[src/sv/afuf_pkg.sv]
// ----------------------------------------------------------------------------
// afuf_pkg: shared types and constants for the audio fifo underrun fade unit
// Sample width, store geometry, fade length, beat structs and source codes.
// ----------------------------------------------------------------------------
package afuf_pkg;

  // sample and store geometry
  localparam int SAMPLE_W   = 16;
  localparam int ADDR_W     = 12;
  localparam int DEPTH      = 1 << ADDR_W;
  localparam int FILL_W     = 12;

  // fade ramp length, a power of two so the divide is a shift
  localparam int FADE_SHIFT = 8;
  localparam int FADE_LEN   = 1 << FADE_SHIFT;
  localparam int POS_W      = FADE_SHIFT + 1;

  // product of a sample and a ramp factor
  localparam int PROD_W     = SAMPLE_W + POS_W + 1;

  // request kinds
  localparam logic KIND_PUSH  = 1'b0;
  localparam logic KIND_FRAME = 1'b1;

  // where a response frame comes from
  typedef enum logic [1:0] {
    SRC_DATA      = 2'd0,
    SRC_FADE      = 2'd1,
    SRC_SILENCE   = 2'd2,
    SRC_WRITE_ACK = 2'd3
  } src_t;

  // request beat
  typedef struct packed {
    logic                       kind;
    logic signed [SAMPLE_W-1:0] write_sample;
  } req_t;

  // response beat
  typedef struct packed {
    logic signed [SAMPLE_W-1:0] left_sample;
    logic signed [SAMPLE_W-1:0] right_sample;
    src_t                       frame_source;
    logic                       write_accepted;
    logic [FILL_W-1:0]          fill_level;
  } rsp_t;

  // decision handed from the pointer stage to the output stage
  typedef struct packed {
    src_t              source;
    logic              pop_two;
    logic              accepted;
    logic [POS_W-1:0]  factor;
    logic [FILL_W-1:0] fill;
  } stage_t;

endpackage

[src/sv/afuf_ctrl.sv]
// ----------------------------------------------------------------------------
// afuf_ctrl: pointer and fade control stage
// Owns the ring pointers and the fade position, decides each beat's outcome,
// drives the ram write and the two read addresses at accept.
// ----------------------------------------------------------------------------
module afuf_ctrl import afuf_pkg::*; (
  input  logic                       clk,
  input  logic                       rst,
  input  logic                       accept,
  input  req_t                       req,
  output logic                       wr_en,
  output logic [ADDR_W-1:0]          wr_addr,
  output logic [SAMPLE_W-1:0]        wr_data,
  output logic [ADDR_W-1:0]          rd_addr_a,
  output logic [ADDR_W-1:0]          rd_addr_b,
  output stage_t                     stage
);

  logic [ADDR_W-1:0] wr_ptr;
  logic [ADDR_W-1:0] wr_ptr_next;
  logic [ADDR_W-1:0] rd_ptr;
  logic [ADDR_W-1:0] rd_ptr_next;
  logic [POS_W-1:0]  pos;
  logic [POS_W-1:0]  pos_next;
  logic [ADDR_W-1:0] fill;
  logic              full;

  // occupancy from the pointers
  assign fill = wr_ptr - rd_ptr;
  assign full = (fill == ADDR_W'(DEPTH - 1));

  // ram addressing
  assign wr_addr   = wr_ptr;
  assign wr_data   = req.write_sample;
  assign rd_addr_a = rd_ptr;
  assign rd_addr_b = rd_ptr + ADDR_W'(1);
  assign wr_en     = accept && (req.kind == KIND_PUSH) && !full;

  // decide the outcome of the beat
  always_comb begin
    wr_ptr_next    = wr_ptr;
    rd_ptr_next    = rd_ptr;
    pos_next       = pos;
    stage.source   = SRC_WRITE_ACK;
    stage.pop_two  = 1'b0;
    stage.accepted = 1'b0;
    stage.factor   = POS_W'(FADE_LEN) - pos;
    if (req.kind == KIND_PUSH) begin
      if (!full) begin
        wr_ptr_next    = wr_ptr + ADDR_W'(1);
        stage.accepted = 1'b1;
      end
    end else begin
      priority if (fill >= ADDR_W'(2)) begin
        rd_ptr_next   = rd_ptr + ADDR_W'(2);
        pos_next      = '0;
        stage.source  = SRC_DATA;
        stage.pop_two = 1'b1;
      end else if (fill == ADDR_W'(1)) begin
        rd_ptr_next   = rd_ptr + ADDR_W'(1);
        pos_next      = '0;
        stage.source  = SRC_DATA;
      end else if (pos < POS_W'(FADE_LEN)) begin
        pos_next      = pos + POS_W'(1);
        stage.source  = SRC_FADE;
      end else begin
        stage.source  = SRC_SILENCE;
      end
    end
    stage.fill = FILL_W'(wr_ptr_next - rd_ptr_next);
  end

  // pointer and fade registers
  always_ff @(posedge clk) begin
    if (rst) begin
      wr_ptr <= '0;
      rd_ptr <= '0;
      pos    <= '0;
    end else if (accept) begin
      wr_ptr <= wr_ptr_next;
      rd_ptr <= rd_ptr_next;
      pos    <= pos_next;
    end
  end

  // fade position stays within the ramp
  assert property (@(posedge clk) disable iff (rst) pos <= POS_W'(FADE_LEN))
    else $error("fade position beyond ramp length");

  // a frame with two samples held moves the read pointer by two
  assert property (@(posedge clk) disable iff (rst)
    accept && req.kind == KIND_FRAME && fill >= ADDR_W'(2)
    |=> rd_ptr == ADDR_W'($past(rd_ptr) + ADDR_W'(2)))
    else $error("read pointer did not advance by two");

  // never store into a full ring
  assert property (@(posedge clk) disable iff (rst) wr_en |-> !full)
    else $error("write into full ring");

endmodule

[config.mk]
export PLATFORM = sky130hd
export DESIGN_NAME = afuf_ctrl
export DESIGN_NICKNAME = d
export VERILOG_FILES = /design/src/sv/afuf_pkg.sv /design/src/sv/afuf_ctrl.sv
export SDC_FILE = /design/constraint.sdc
export NUM_CORES = 1
export LEC_CHECK = 0
export ABC_AREA = 1
export BUFFER_PORTS_ARGS = -buffer_cell sky130_fd_sc_hd__buf_2
export CAP_MARGIN = 20
export CORE_MARGIN = 5
export CORE_UTILIZATION = 30
export CTS_CLUSTER_SIZE = 12
export DETAILED_ROUTE_END_ITERATION = 7
export PLACE_DENSITY_LB_ADDON = 0.05
export SLEW_MARGIN = 10
export SYNTH_ARGS = -nofsm -noshare
export SYNTH_HDL_FRONTEND = slang
export SYNTH_SLANG_ARGS = --single-unit
[constraint.sdc]
create_clock -name clk -period 5.2 [get_ports clk]
set_clock_uncertainty 0.15 [all_clocks]
set_input_delay 0.52 -clock clk [delete_from_list [all_inputs] [get_ports clk]]
set_output_delay 0.52 -clock clk [all_outputs]
set_load 0.005 [all_outputs]
==> key figures <==
Floorplan
  • Die Wd: 124 um
  • I/O pin count: 98
  • Die Area: 0.0155 sq mm
  • Core area: 0.0127 sq mm
  • Cell Rows: 41
  • Die Y: 124 um
  • Initial Utilization: 30.9%

Clocking
  • Root buffer cell: clkbuf_16
  • CTS tree: done
  • H-tree depth: 2
  • Clock transition at path regs: 60 ps
  • Cts hold-fix bufs: 0
  • TritonCTS Buffers: 5
  • Clock sinks: 33
  • Clk_lat worst skew: 290 ps
  • Longest Clk Path Bufs: 2

Cells and area
  • Area occupied by multi-input gates: 0.00270 sq mm
  • Commonest non-fill, non-tap cell in the layout: nand2_1
  • Fraction of layout cells with a size suffix above 1: 20.8%
  • Nets: 740
  • Antenna cell count: 0
  • Most frequent cells in the layout: 137 x nand2_1, 96 x inv_1, 65 x buf_2
  • Number of fill cells: 1479
  • Area growth, synth to finish: 16.8%
  • Sequential cell area: 666 sq um
  • Finished Layout Cells: 863

Global route
  • First-pass GRT wire length: 21800 um
  • Gr usage total: 17.4%
  • Grt total ovfl: 0
  • Largest net degree at the start of global routing: 32
  • Initial antenna violation count: 0
  • Vias in the first global route: 4021

Synth
  • Post-synthesis xor/xnor area fraction: 7.36%
  • Simple-Gate Fraction of Synth Area: 33.0%
  • Synth area leaders: dfxtp_1 17%, nand2_1 13%, inv_1 9.2%
  • Synth Instances: 633
  • Ys Warns: 0
  • Mapped Nets: 682
  • Post-synth ARST share: 0%
  • Yosys top cell by area: dfxtp_1
  • Post-synthesis sequential element count: 33
  • Post-Syn Area: 0.00393 sq mm
  • Ys flop type: dfxtp_1
  • Compound-gate portion of the synthesized area: 17.6%
  • Largest family of logic cells by synthesized area: simple AND/OR/NAND/NOR gates
  • Avg Inst Size Synth: 6.20 sq um
  • Post-synth EDFFs: 0
  • Post-synthesis cell type count: 49
  • Synth top area share: 16.8%
  • Post-synthesis adder-cell area fraction: 9.62%
  • Sequential area share after synthesis: 16.8%
  • Post-synthesis mux area share: 0%

Critical path
  • WP data required: 4530 ps
  • R2R depth: 17
  • CP arrival: 4210 ps
  • Critical path startpoint category: register
  • Crit path max fanout: 10
  • Worst setup EP type: primary output
  • Crit path kind: reg -> out

Route
  • TritonRoute pass-1 iters: 6
  • Iter 0 DRT Violations: 238
  • Vias: 4202
  • Average wire per standard cell: 15.9 um
  • Final ANT Viol Nets: 0
  • DRC viols: 0
  • Avg Vias per Cell: 4.87
  • Drt total wl: 13700 um

Pwr
  • LEAKAGE: 2.38 nW
  • Pwr Density: 236 mW/mm^2
  • Maximum vdd drop: 0.0966 mV
  • Final Power: 1.08 mW

Timing
  • Fmax: 205 MHz
  • Unrepaired setup endpoints after global routing: true
  • Slew HR: 54.2%
  • Slew Viols, Final: 0
  • Final min period: 4880 ps
  • Final hold violations: 0
  • Crit share post-route: 93.8%
  • Actual slew at the worst max-slew pin: 680 ps
  • Final setup viols: 0

Job
  • Max-cap check violation count: 0

Worst hold path
  • Worst Hold Depth: 2
  • Worst hold path type: reg -> reg

Placement
  • Placer congestion estimate: 0.898
  • Placed Cells incl. Taps: 850
  • I/O Buffers: 65
  • Hpwl dp: 11400 um

Run status
  • Status: completed
==> cell usage after synthesis (2+ instances only) <==
library cell  count
nand2_1         137
inv_1            96
a21oi_1          52
nor2_1           44
nand3_1          37
o21ai_0          37
dfxtp_1          33
xor2_1           32
ha_1             27
buf_4            17
nand2_2          14
nor3_1           12
nand4_1          11
clkbuf_1         10
inv_2             8
clkinv_1          5
a211oi_2          4
a31oi_1           4
nor4_1            4
nand3_2           3
nand3b_1          3
nor2_2            3
o21ai_1           3
o221ai_1          3
o22ai_1           3
a21oi_2           2
clkinv_2          2
fa_1              2
nand3_4           2
nor2_4            2
o21a_1            2
o21bai_1          2
==> critical path, stage by stage, from the launching register on <==
cell and delay [ps]:
dfxtp_4 380, inv_1 70, ha_1 220, fa_1 390, inv_1 90, nand2_1 80, nand2_2 80, nand3_1 100
nand3_1 80, nand2_1 80, nor2_1 110, nand2_1 90, nor2_4 210, nand3_4 190, clkinv_2 170, o221ai_1 120
nand2_1 80, o21ai_0 210, ha_1 410, a21oi_1 210, o21bai_1 80, a21oi_1 170, nand3_1 90, nand2_1 60
nand2_1 40, buf_2 120
==> area by class of cell <==
cell class	instances	share of cell area, %
timing repair buffer	80	9.54
inverter	112	9.33
sequential	33	14.5
clock inverter	1	0.164
tap	172	4.69
clock buffer	6	3.03
multi-input combinational	459	58.7
==> repair_timing <==
action                                  in CTS  in global routing
pin swaps                                    0                  4
hold endpoints to repair                     0                  0
endpoints found under the setup margin       2                  8
gates resized for setup                      1                 13
setup buffers                                0                  6
==> metal layers <==
metal  GRT usage [%]  up-vias  part of all wire (%)
li1                -     2160                     -
met1            22.6     1911                    46
met2            28.8      111                    47
met3            3.26       20                   4.1
met4            6.32        0                   2.7
met5               0        -                     0
==> registers in the layout, indices dropped and copies added, names as in the netlist <==
signal     count
wr_addr       12
rd_addr_a     12
pos            9
==> through the flow <==
stage                     setup WS (ps)  instance area (sq um)  hold WS (ps)  setup TNS [ps]  util, %
after floorplan                     977                   3930           298               0        -
after global placement              354                   4350           318               0     34.2
after detailed placement            320                   4350           316               0     34.2
after CTS                          98.2                   4500           325               0     35.4
after global routing              -14.9                   4590           362           -31.1     36.1
final                               324                   4590           321               0     36.1
==> path summary, 6_finish.rpt <==
check	startpoint	to	slack, ps
min	pos[8]$_SDFFE_PP0P_	pos[8]$_SDFFE_PP0P_	320
min reg2reg	pos[8]$_SDFFE_PP0P_	pos[8]$_SDFFE_PP0P_	320
max	wr_addr[0]$_SDFFE_PP0P_	stage[10]	320
max reg2reg	wr_addr[0]$_SDFFE_PP0P_	pos[7]$_SDFFE_PP0P_	1860
==> cells by family after synthesis <==
logic type               Yosys count
AO/OA/AOI/OAI                    119
adder cells (fa/ha/maj)           29
buffers and inverters            141
flip-flops                        33
AND/OR/NAND/NOR                  278
XOR/XNOR                          33
==> report_power, final <==
| group | internal (mW) | switching, mW |
|---|---|---|
| Combinational | 0.181 | 0.302 |
| Sequential | 0.268 | 0.0220 |
| Clock | 0.188 | 0.121 |
(Power assumes the default switching activity.)
