## config.mk

```make
export PLATFORM = sky130hd
export DESIGN_NAME = afuf_out
export DESIGN_NICKNAME = d
export VERILOG_FILES = /design/src/sv/afuf_pkg.sv /design/src/sv/afuf_out.sv
export SDC_FILE = /design/constraint.sdc
export NUM_CORES = 1
export LEC_CHECK = 0
export BUFFER_PORTS_ARGS = -buffer_cell sky130_fd_sc_hd__buf_2
export CORE_ASPECT_RATIO = 1.75
export CORE_UTILIZATION = 40
export DETAILED_ROUTE_END_ITERATION = 16
export PLACE_DENSITY = 0.53
export SLEW_MARGIN = 15
export SYNTH_ARGS = -nofsm -noshare
export SYNTH_HDL_FRONTEND = slang
export SYNTH_SLANG_ARGS = --single-unit
```

## constraint.sdc

```tcl
create_clock -name clk -period 8.6 [get_ports clk]
set_input_delay 0.43 -clock clk [delete_from_list [all_inputs] [get_ports clk]]
set_output_delay 0.43 -clock clk [all_outputs]
set_load 0.05 [all_outputs]
```

## src/sv/afuf_pkg.sv

```systemverilog
// ----------------------------------------------------------------------------
// afuf_pkg: shared types and constants for the audio fifo underrun fade unit
// Sample width, store geometry, fade length, beat structs and source codes.
// ----------------------------------------------------------------------------
package afuf_pkg;

  // sample and store geometry
  localparam int SAMPLE_W   = 16;
  localparam int ADDR_W     = 12;
  localparam int DEPTH      = 1 << ADDR_W;
  localparam int FILL_W     = 12;

  // fade ramp length, a power of two so the divide is a shift
  localparam int FADE_SHIFT = 8;
  localparam int FADE_LEN   = 1 << FADE_SHIFT;
  localparam int POS_W      = FADE_SHIFT + 1;

  // product of a sample and a ramp factor
  localparam int PROD_W     = SAMPLE_W + POS_W + 1;

  // request kinds
  localparam logic KIND_PUSH  = 1'b0;
  localparam logic KIND_FRAME = 1'b1;

  // where a response frame comes from
  typedef enum logic [1:0] {
    SRC_DATA      = 2'd0,
    SRC_FADE      = 2'd1,
    SRC_SILENCE   = 2'd2,
    SRC_WRITE_ACK = 2'd3
  } src_t;

  // request beat
  typedef struct packed {
    logic                       kind;
    logic signed [SAMPLE_W-1:0] write_sample;
  } req_t;

  // response beat
  typedef struct packed {
    logic signed [SAMPLE_W-1:0] left_sample;
    logic signed [SAMPLE_W-1:0] right_sample;
    src_t                       frame_source;
    logic                       write_accepted;
    logic [FILL_W-1:0]          fill_level;
  } rsp_t;

  // decision handed from the pointer stage to the output stage
  typedef struct packed {
    src_t              source;
    logic              pop_two;
    logic              accepted;
    logic [POS_W-1:0]  factor;
    logic [FILL_W-1:0] fill;
  } stage_t;

endpackage

```

## src/sv/afuf_out.sv

```systemverilog
// ----------------------------------------------------------------------------
// afuf_out: sample stage and response register
// Takes the ram read data and the stage decision, keeps the held frame,
// forms the fade ramp and drives the response beat.
// ----------------------------------------------------------------------------
module afuf_out import afuf_pkg::*; (
  input  logic                clk,
  input  logic                rst,
  input  logic                accept,
  input  stage_t              stage,
  input  logic [SAMPLE_W-1:0] rd_data_a,
  input  logic [SAMPLE_W-1:0] rd_data_b,
  output logic                busy,
  output logic                rsp_valid,
  input  logic                rsp_stall,
  output rsp_t                rsp
);

  logic                       s1_valid;
  stage_t                     s1;
  logic                       move;
  logic signed [SAMPLE_W-1:0] held_left;
  logic signed [SAMPLE_W-1:0] held_right;
  logic signed [PROD_W-1:0]   prod_left;
  logic signed [PROD_W-1:0]   prod_right;
  logic signed [PROD_W-1:0]   fac;
  logic signed [SAMPLE_W-1:0] ramp_left;
  logic signed [SAMPLE_W-1:0] ramp_right;
  rsp_t                       rsp_next;

  // stage handshake
  assign move = s1_valid && (!rsp_valid || !rsp_stall);
  assign busy = s1_valid && !move;

  // ramp: held times factor, divided by the ramp length toward zero
  assign fac        = PROD_W'($signed({1'b0, s1.factor}));
  assign prod_left  = PROD_W'(held_left) * fac;
  assign prod_right = PROD_W'(held_right) * fac;
  assign ramp_left  = SAMPLE_W'((prod_left + (prod_left[PROD_W-1] ?
                      PROD_W'(FADE_LEN - 1) : PROD_W'(0))) >>> FADE_SHIFT);
  assign ramp_right = SAMPLE_W'((prod_right + (prod_right[PROD_W-1] ?
                      PROD_W'(FADE_LEN - 1) : PROD_W'(0))) >>> FADE_SHIFT);

  // response payload
  always_comb begin
    rsp_next.frame_source   = s1.source;
    rsp_next.write_accepted = s1.accepted;
    rsp_next.fill_level     = s1.fill;
    rsp_next.left_sample    = '0;
    rsp_next.right_sample   = '0;
    unique case (s1.source)
      SRC_DATA: begin
        rsp_next.left_sample  = rd_data_a;
        rsp_next.right_sample = s1.pop_two ? rd_data_b : '0;
      end
      SRC_FADE: begin
        rsp_next.left_sample  = ramp_left;
        rsp_next.right_sample = ramp_right;
      end
      SRC_SILENCE, SRC_WRITE_ACK: begin
        rsp_next.left_sample  = '0;
        rsp_next.right_sample = '0;
      end
      default: begin
        rsp_next.left_sample  = '0;
        rsp_next.right_sample = '0;
      end
    endcase
  end

  // stage control
  always_ff @(posedge clk) begin
    if (rst) begin
      s1_valid  <= 1'b0;
      rsp_valid <= 1'b0;
    end else begin
      if (accept) begin
        s1_valid <= 1'b1;
      end else if (move) begin
        s1_valid <= 1'b0;
      end
      if (move) begin
        rsp_valid <= 1'b1;
      end else if (!rsp_stall) begin
        rsp_valid <= 1'b0;
      end
    end
  end

  // stage and response payload
  always_ff @(posedge clk) begin
    if (accept) begin
      s1 <= stage;
    end
    if (move) begin
      rsp <= rsp_next;
    end
  end

  // held frame, updated when a full frame leaves the stage
  always_ff @(posedge clk) begin
    if (rst) begin
      held_left  <= '0;
      held_right <= '0;
    end else if (move && s1.source == SRC_DATA && s1.pop_two) begin
      held_left  <= rd_data_a;
      held_right <= rd_data_b;
    end
  end

  // silence and write beats carry no samples
  assert property (@(posedge clk) disable iff (rst)
    rsp_valid && (rsp.frame_source == SRC_SILENCE ||
                  rsp.frame_source == SRC_WRITE_ACK)
    |-> rsp.left_sample == '0 && rsp.right_sample == '0)
    else $error("nonzero samples on silence or write beat");

  // only write beats report a stored sample
  assert property (@(posedge clk) disable iff (rst)
    rsp_valid && rsp.write_accepted |-> rsp.frame_source == SRC_WRITE_ACK)
    else $error("write accepted on a frame beat");

  // a new beat is only taken when the stage can hand its content on
  assert property (@(posedge clk) disable iff (rst)
    accept |-> !s1_valid || move)
    else $error("stage overwritten");

endmodule

```

==> run summary <==
Registers take 2840 um^2. The number of buffers inserted by hold repair at cts is 0, and the buffering stage count on the worst path with inverters included is 5. Summed over all nets, the half-perimeter wirelength after detailed placement is 36,300 um. The start point of the critical path is fac[1]$_DFFE_PP_. The run gives 2 as the number of antenna violations at the first check in global routing. The tool flagged a number of max-cap violations equal to 0.

The yosys synthesis warning count was 0; the number of buffers inserted to repair setup after CTS was 0. On the worst path, the slowest cell contributes a delay of 0.80 ns. The logs give 4 for the first-pass detailed-route iteration total and 0.0220 ns for the worst-case clock skew. For the area of the die, the log shows 39,400 um^2. The startpoint identified for the worst hold timing path is stage[15].

The routed design has 43,300 um of wire. The path with the worst hold slack has its endpoint at fac[3]$_DFFE_PP_. The floorplan has 94 rows. The worst-case IR drop observed on VDD is 0.101 mV. Global routing used 22.9% of the available tracks. Setup violations remaining at the end of the flow were counted as 0. In the final timing run, aggregate negative setup slack is 0 ns. After detailed placement, the design holds a cell count of 2,234. The tools report the total count of max-transition violations in the final report as 0.

The initial utilization of the core area, before any placement, comes to 40.9%. By startpoint and endpoint, the worst setup path is classified as reg2reg. The critical path's top delay family was adder cells. Number of hold violations in the final report: 0.

Once layout is complete, the utilization of the core stands at 44.5%. Dividing total power by cell area gives a power density of 80.7 nW/um^2. The vias after detailed routing was 11,600; the worst hold path cell count was 1. TritonCTS built the clock tree. The layout has 3,838 filler cells. The setup slack of the worst register-to-register path came out at 0.57 ns. Leaving out fill and tap cells, the most frequent cells in the layout are sky130_fd_sc_hd__inv_1, sky130_fd_sc_hd__nand2_1, sky130_fd_sc_hd__fa_1, sky130_fd_sc_hd__and2_1, sky130_fd_sc_hd__ha_1. Path depth of the worst reg2reg path: 25. The via-per-instance ratio was 5.15; the signed area change from the synthesized netlist to the final layout was 8.91%. After layout, the minimum clock period comes to 8.03 ns. The average instance in the mapped netlist occupies 9.09 um^2. The library cell used most frequently in the layout, excluding fill and tap cells, is sky130_fd_sc_hd__inv_1.

During I/O placement, the number of pins put on the boundary was 110. In this run the number of H-tree levels came out at 3. The port buffer count came out at 109. The number of gates resized after CTS was 0.

The slowest stage of the critical path is the sky130_fd_sc_hd__edfxtp_1 cell. The async set-reset flop share out of synthesis was 0%; the net count of the mapped netlist was 2,120. Measured against its own limit, the worst slew margin works out to 26.2%.

The tools report the final global-route overflow total as 0. The tools report the number of global-route vias before repair as 12,500. The worst path uses 93.3% of the clock period. Setup repair after global routing left no endpoint under its margin. The endpoint identified for the worst register-to-register timing path is rsp[27]$_DFFE_PP_. Mean routed wirelength per cell: 19.2 um. Counting flops with a built-in enable in the synthesized netlist gives 72. The maximum fanout along the worst path was 20.

Post-detailed-route DRC marker count: 0. The critical path endpoint category is a register. Counting flops and latches in the post-synthesis netlist gives 106. The largest net degree at the start of global routing is 49. First-pass GRT wire length: 67,200 um. After synthesis, flip-flops and latches occupy 18.4% of the total area. The tools report the final weighted congestion of routability-driven global placement as 0.887. The width of the chip was 150 um. The critical path required time was 8.74 ns. Leaving out filler cells and counting taps, the final layout contains 2,253. The run gives 9 as the total clock buffers created by CTS. The clock drives 106 sinks. The post-synthesis cell area is 15,400 um^2, and the transition at the pin with the smallest max-transition slack is 1.10 ns.

Of the cells placed in the final design, the portion with a size suffix greater than 1 is 9.49%. The startpoint type of the worst setup path was a register. For the number of different library cells in the post-synthesis netlist, the log shows 78.

The type of the worst min-delay path was in2reg. Static timing analysis puts the maximum clock frequency at 125 MHz. The core box area was 37,800 um^2; the leakage power figure was 8.50 nW. The launching point of the worst reg2reg path was fac[1]$_DFFE_PP_.

The run finished with clean final reports. In this run the deepest clock path goes through 2 buffers. Number of DRC markers after the initial detailed-route iteration: 467. The detail route stage leaves a number of antenna-violating nets equal to 0.

After the last flow step, the layout net total stands at 2,189. The insertion delay to the later sink of the worst-skew pair came out at 0.39 ns. In the final layout, the multi-input gates occupy 11,100 um^2. The most used flip-flop cell after synthesis is sky130_fd_sc_hd__edfxtp_1. The floorplan die height works out to 262 um. STA puts the critical path data arrival time at 8.17 ns. In the synthesized netlist, the number of instances is 1,697. Clock root buffer: sky130_fd_sc_hd__clkbuf_16.

The clock transition at the registers of the reported paths came out at 0.10 ns.
[worst max-delay path by stage]
stage / endpoint / slack (ns) / cells after the start
floorplan: rsp[46]$_DFFE_PP_ / 1.41 / 28
global placement: rsp[46]$_DFFE_PP_ / 0.68 / 27
detailed placement: rsp[27]$_DFFE_PP_ / 0.50 / 27
CTS: rsp[27]$_DFFE_PP_ / 0.46 / 27
global route: rsp[27]$_DFFE_PP_ / 0.06 / 25
finish: rsp[27]$_DFFE_PP_ / 0.57 / 25
[cell usage after synthesis (2+ instances only)]
cell	n	area share (%)
sky130_fd_sc_hd__ha_1	118	9.6
sky130_fd_sc_hd__buf_1	4	0.097
sky130_fd_sc_hd__a21oi_1	65	2.1
sky130_fd_sc_hd__o21bai_1	6	0.29
sky130_fd_sc_hd__a2111oi_0	2	0.11
sky130_fd_sc_hd__a211o_1	2	0.11
sky130_fd_sc_hd__o22ai_1	2	0.081
sky130_fd_sc_hd__nor3b_1	3	0.15
sky130_fd_sc_hd__nand2_1	268	6.5
sky130_fd_sc_hd__o31ai_1	5	0.24
sky130_fd_sc_hd__nand3_1	16	0.52
sky130_fd_sc_hd__o2111ai_1	5	0.28
sky130_fd_sc_hd__dfxtp_1	34	4.4
sky130_fd_sc_hd__a31oi_1	4	0.16
sky130_fd_sc_hd__xnor2_1	46	2.6
sky130_fd_sc_hd__o21a_1	9	0.44
sky130_fd_sc_hd__o211ai_1	7	0.34
sky130_fd_sc_hd__nand4b_1	2	0.11
sky130_fd_sc_hd__and3_1	4	0.16
sky130_fd_sc_hd__o21ai_2	2	0.11
sky130_fd_sc_hd__a41oi_1	2	0.11
sky130_fd_sc_hd__o21ai_1	19	0.62
sky130_fd_sc_hd__edfxtp_1	72	14
sky130_fd_sc_hd__mux2i_1	4	0.26
sky130_fd_sc_hd__or3_1	7	0.28
sky130_fd_sc_hd__nand2b_1	5	0.20
sky130_fd_sc_hd__xor2_1	30	1.7
sky130_fd_sc_hd__fa_1	244	32
sky130_fd_sc_hd__nor3_1	13	0.42
sky130_fd_sc_hd__nor4_1	4	0.16
sky130_fd_sc_hd__or4_1	3	0.15
sky130_fd_sc_hd__o21ai_0	18	0.58
sky130_fd_sc_hd__nand4_1	6	0.24
sky130_fd_sc_hd__a221oi_1	3	0.17
sky130_fd_sc_hd__and2_1	134	5.4
sky130_fd_sc_hd__nor2_1	43	1.0
sky130_fd_sc_hd__inv_1	326	7.9
sky130_fd_sc_hd__nand3b_1	5	0.24
sky130_fd_sc_hd__clkbuf_1	75	1.8
sky130_fd_sc_hd__a211oi_1	17	0.83
sky130_fd_sc_hd__nor2b_1	7	0.28
sky130_fd_sc_hd__a21o_1	18	0.88
sky130_fd_sc_hd__o31a_1	3	0.17
[area by class of cell]
type | instances | share of cell area [%]
Antenna cell | 2 | 0.0298
Multi-Input combinational cell | 1186 | 65.9
Timing Repair Buffer | 137 | 4.52
Sequential cell | 106 | 16.9
Clock buffer | 10 | 1.36
Clock inverter | 6 | 0.365
Inverter | 326 | 7.28
Tap cell | 480 | 3.57
[cells by family after synthesis]
family / share of synthesized area (%)
adder cells (fa/ha/maj): 41.2
AND/OR/NAND/NOR: 16.7
AO/OA/AOI/OAI: 9.01
flip-flops: 18.4
buffers and inverters: 9.85
XOR/XNOR: 4.42
multiplexers: 0.333
[metrics by stage]
stage	hold slack, ns	total power, W	area, um^2	setup WS (ns)
after global placement	0.401	0.000928	16500	0.682
after floorplan	0.400	0.000818	15400	1.41
after detailed placement	0.407	0.000932	16500	0.497
after CTS	0.194	0.00137	16800	0.464
after global routing	0.201	0.00142	16800	0.0645
final	0.207	0.00136	16800	0.574
[sequential cells by signal, indices dropped and copies added (netlist names)]
register,flops
rsp_next,15
held_right,16
s1,1
rsp,47
rsp_valid,1
held_left,16
fac,9
s1_valid,1
[where the power goes]
| part | internal, W | switching (W) |
|---|---|---|
| Combinational | 0.000104 | 0.000210 |
| Clock | 0.000204 | 0.000233 |
| Sequential | 0.000573 | 0.0000317 |
[worst reg2reg max path, delay by kind of cell, from the launching register on]
| family | cells | cell delay, ns |
|---|---|---|
| buffers and inverters | 5 | 0.36 |
| xor gates and xnor gates | 2 | 0.50 |
| and+or+nand+nor | 6 | 1.20 |
| AOI/OAI and AO/OA | 5 | 1.31 |
| adders and majority gates | 7 | 3.60 |
| DFF | 1 | 0.80 |
[layer usage]
layer	GRT usage (%)	routed length, um	up-vias
met5	0	0	-
met3	1.98	690	85
met4	13.5	2660	0
met1	20.9	14100	5901
li1	-	-	5437
met2	47.5	25800	174
(Power assumes the default switching activity.)
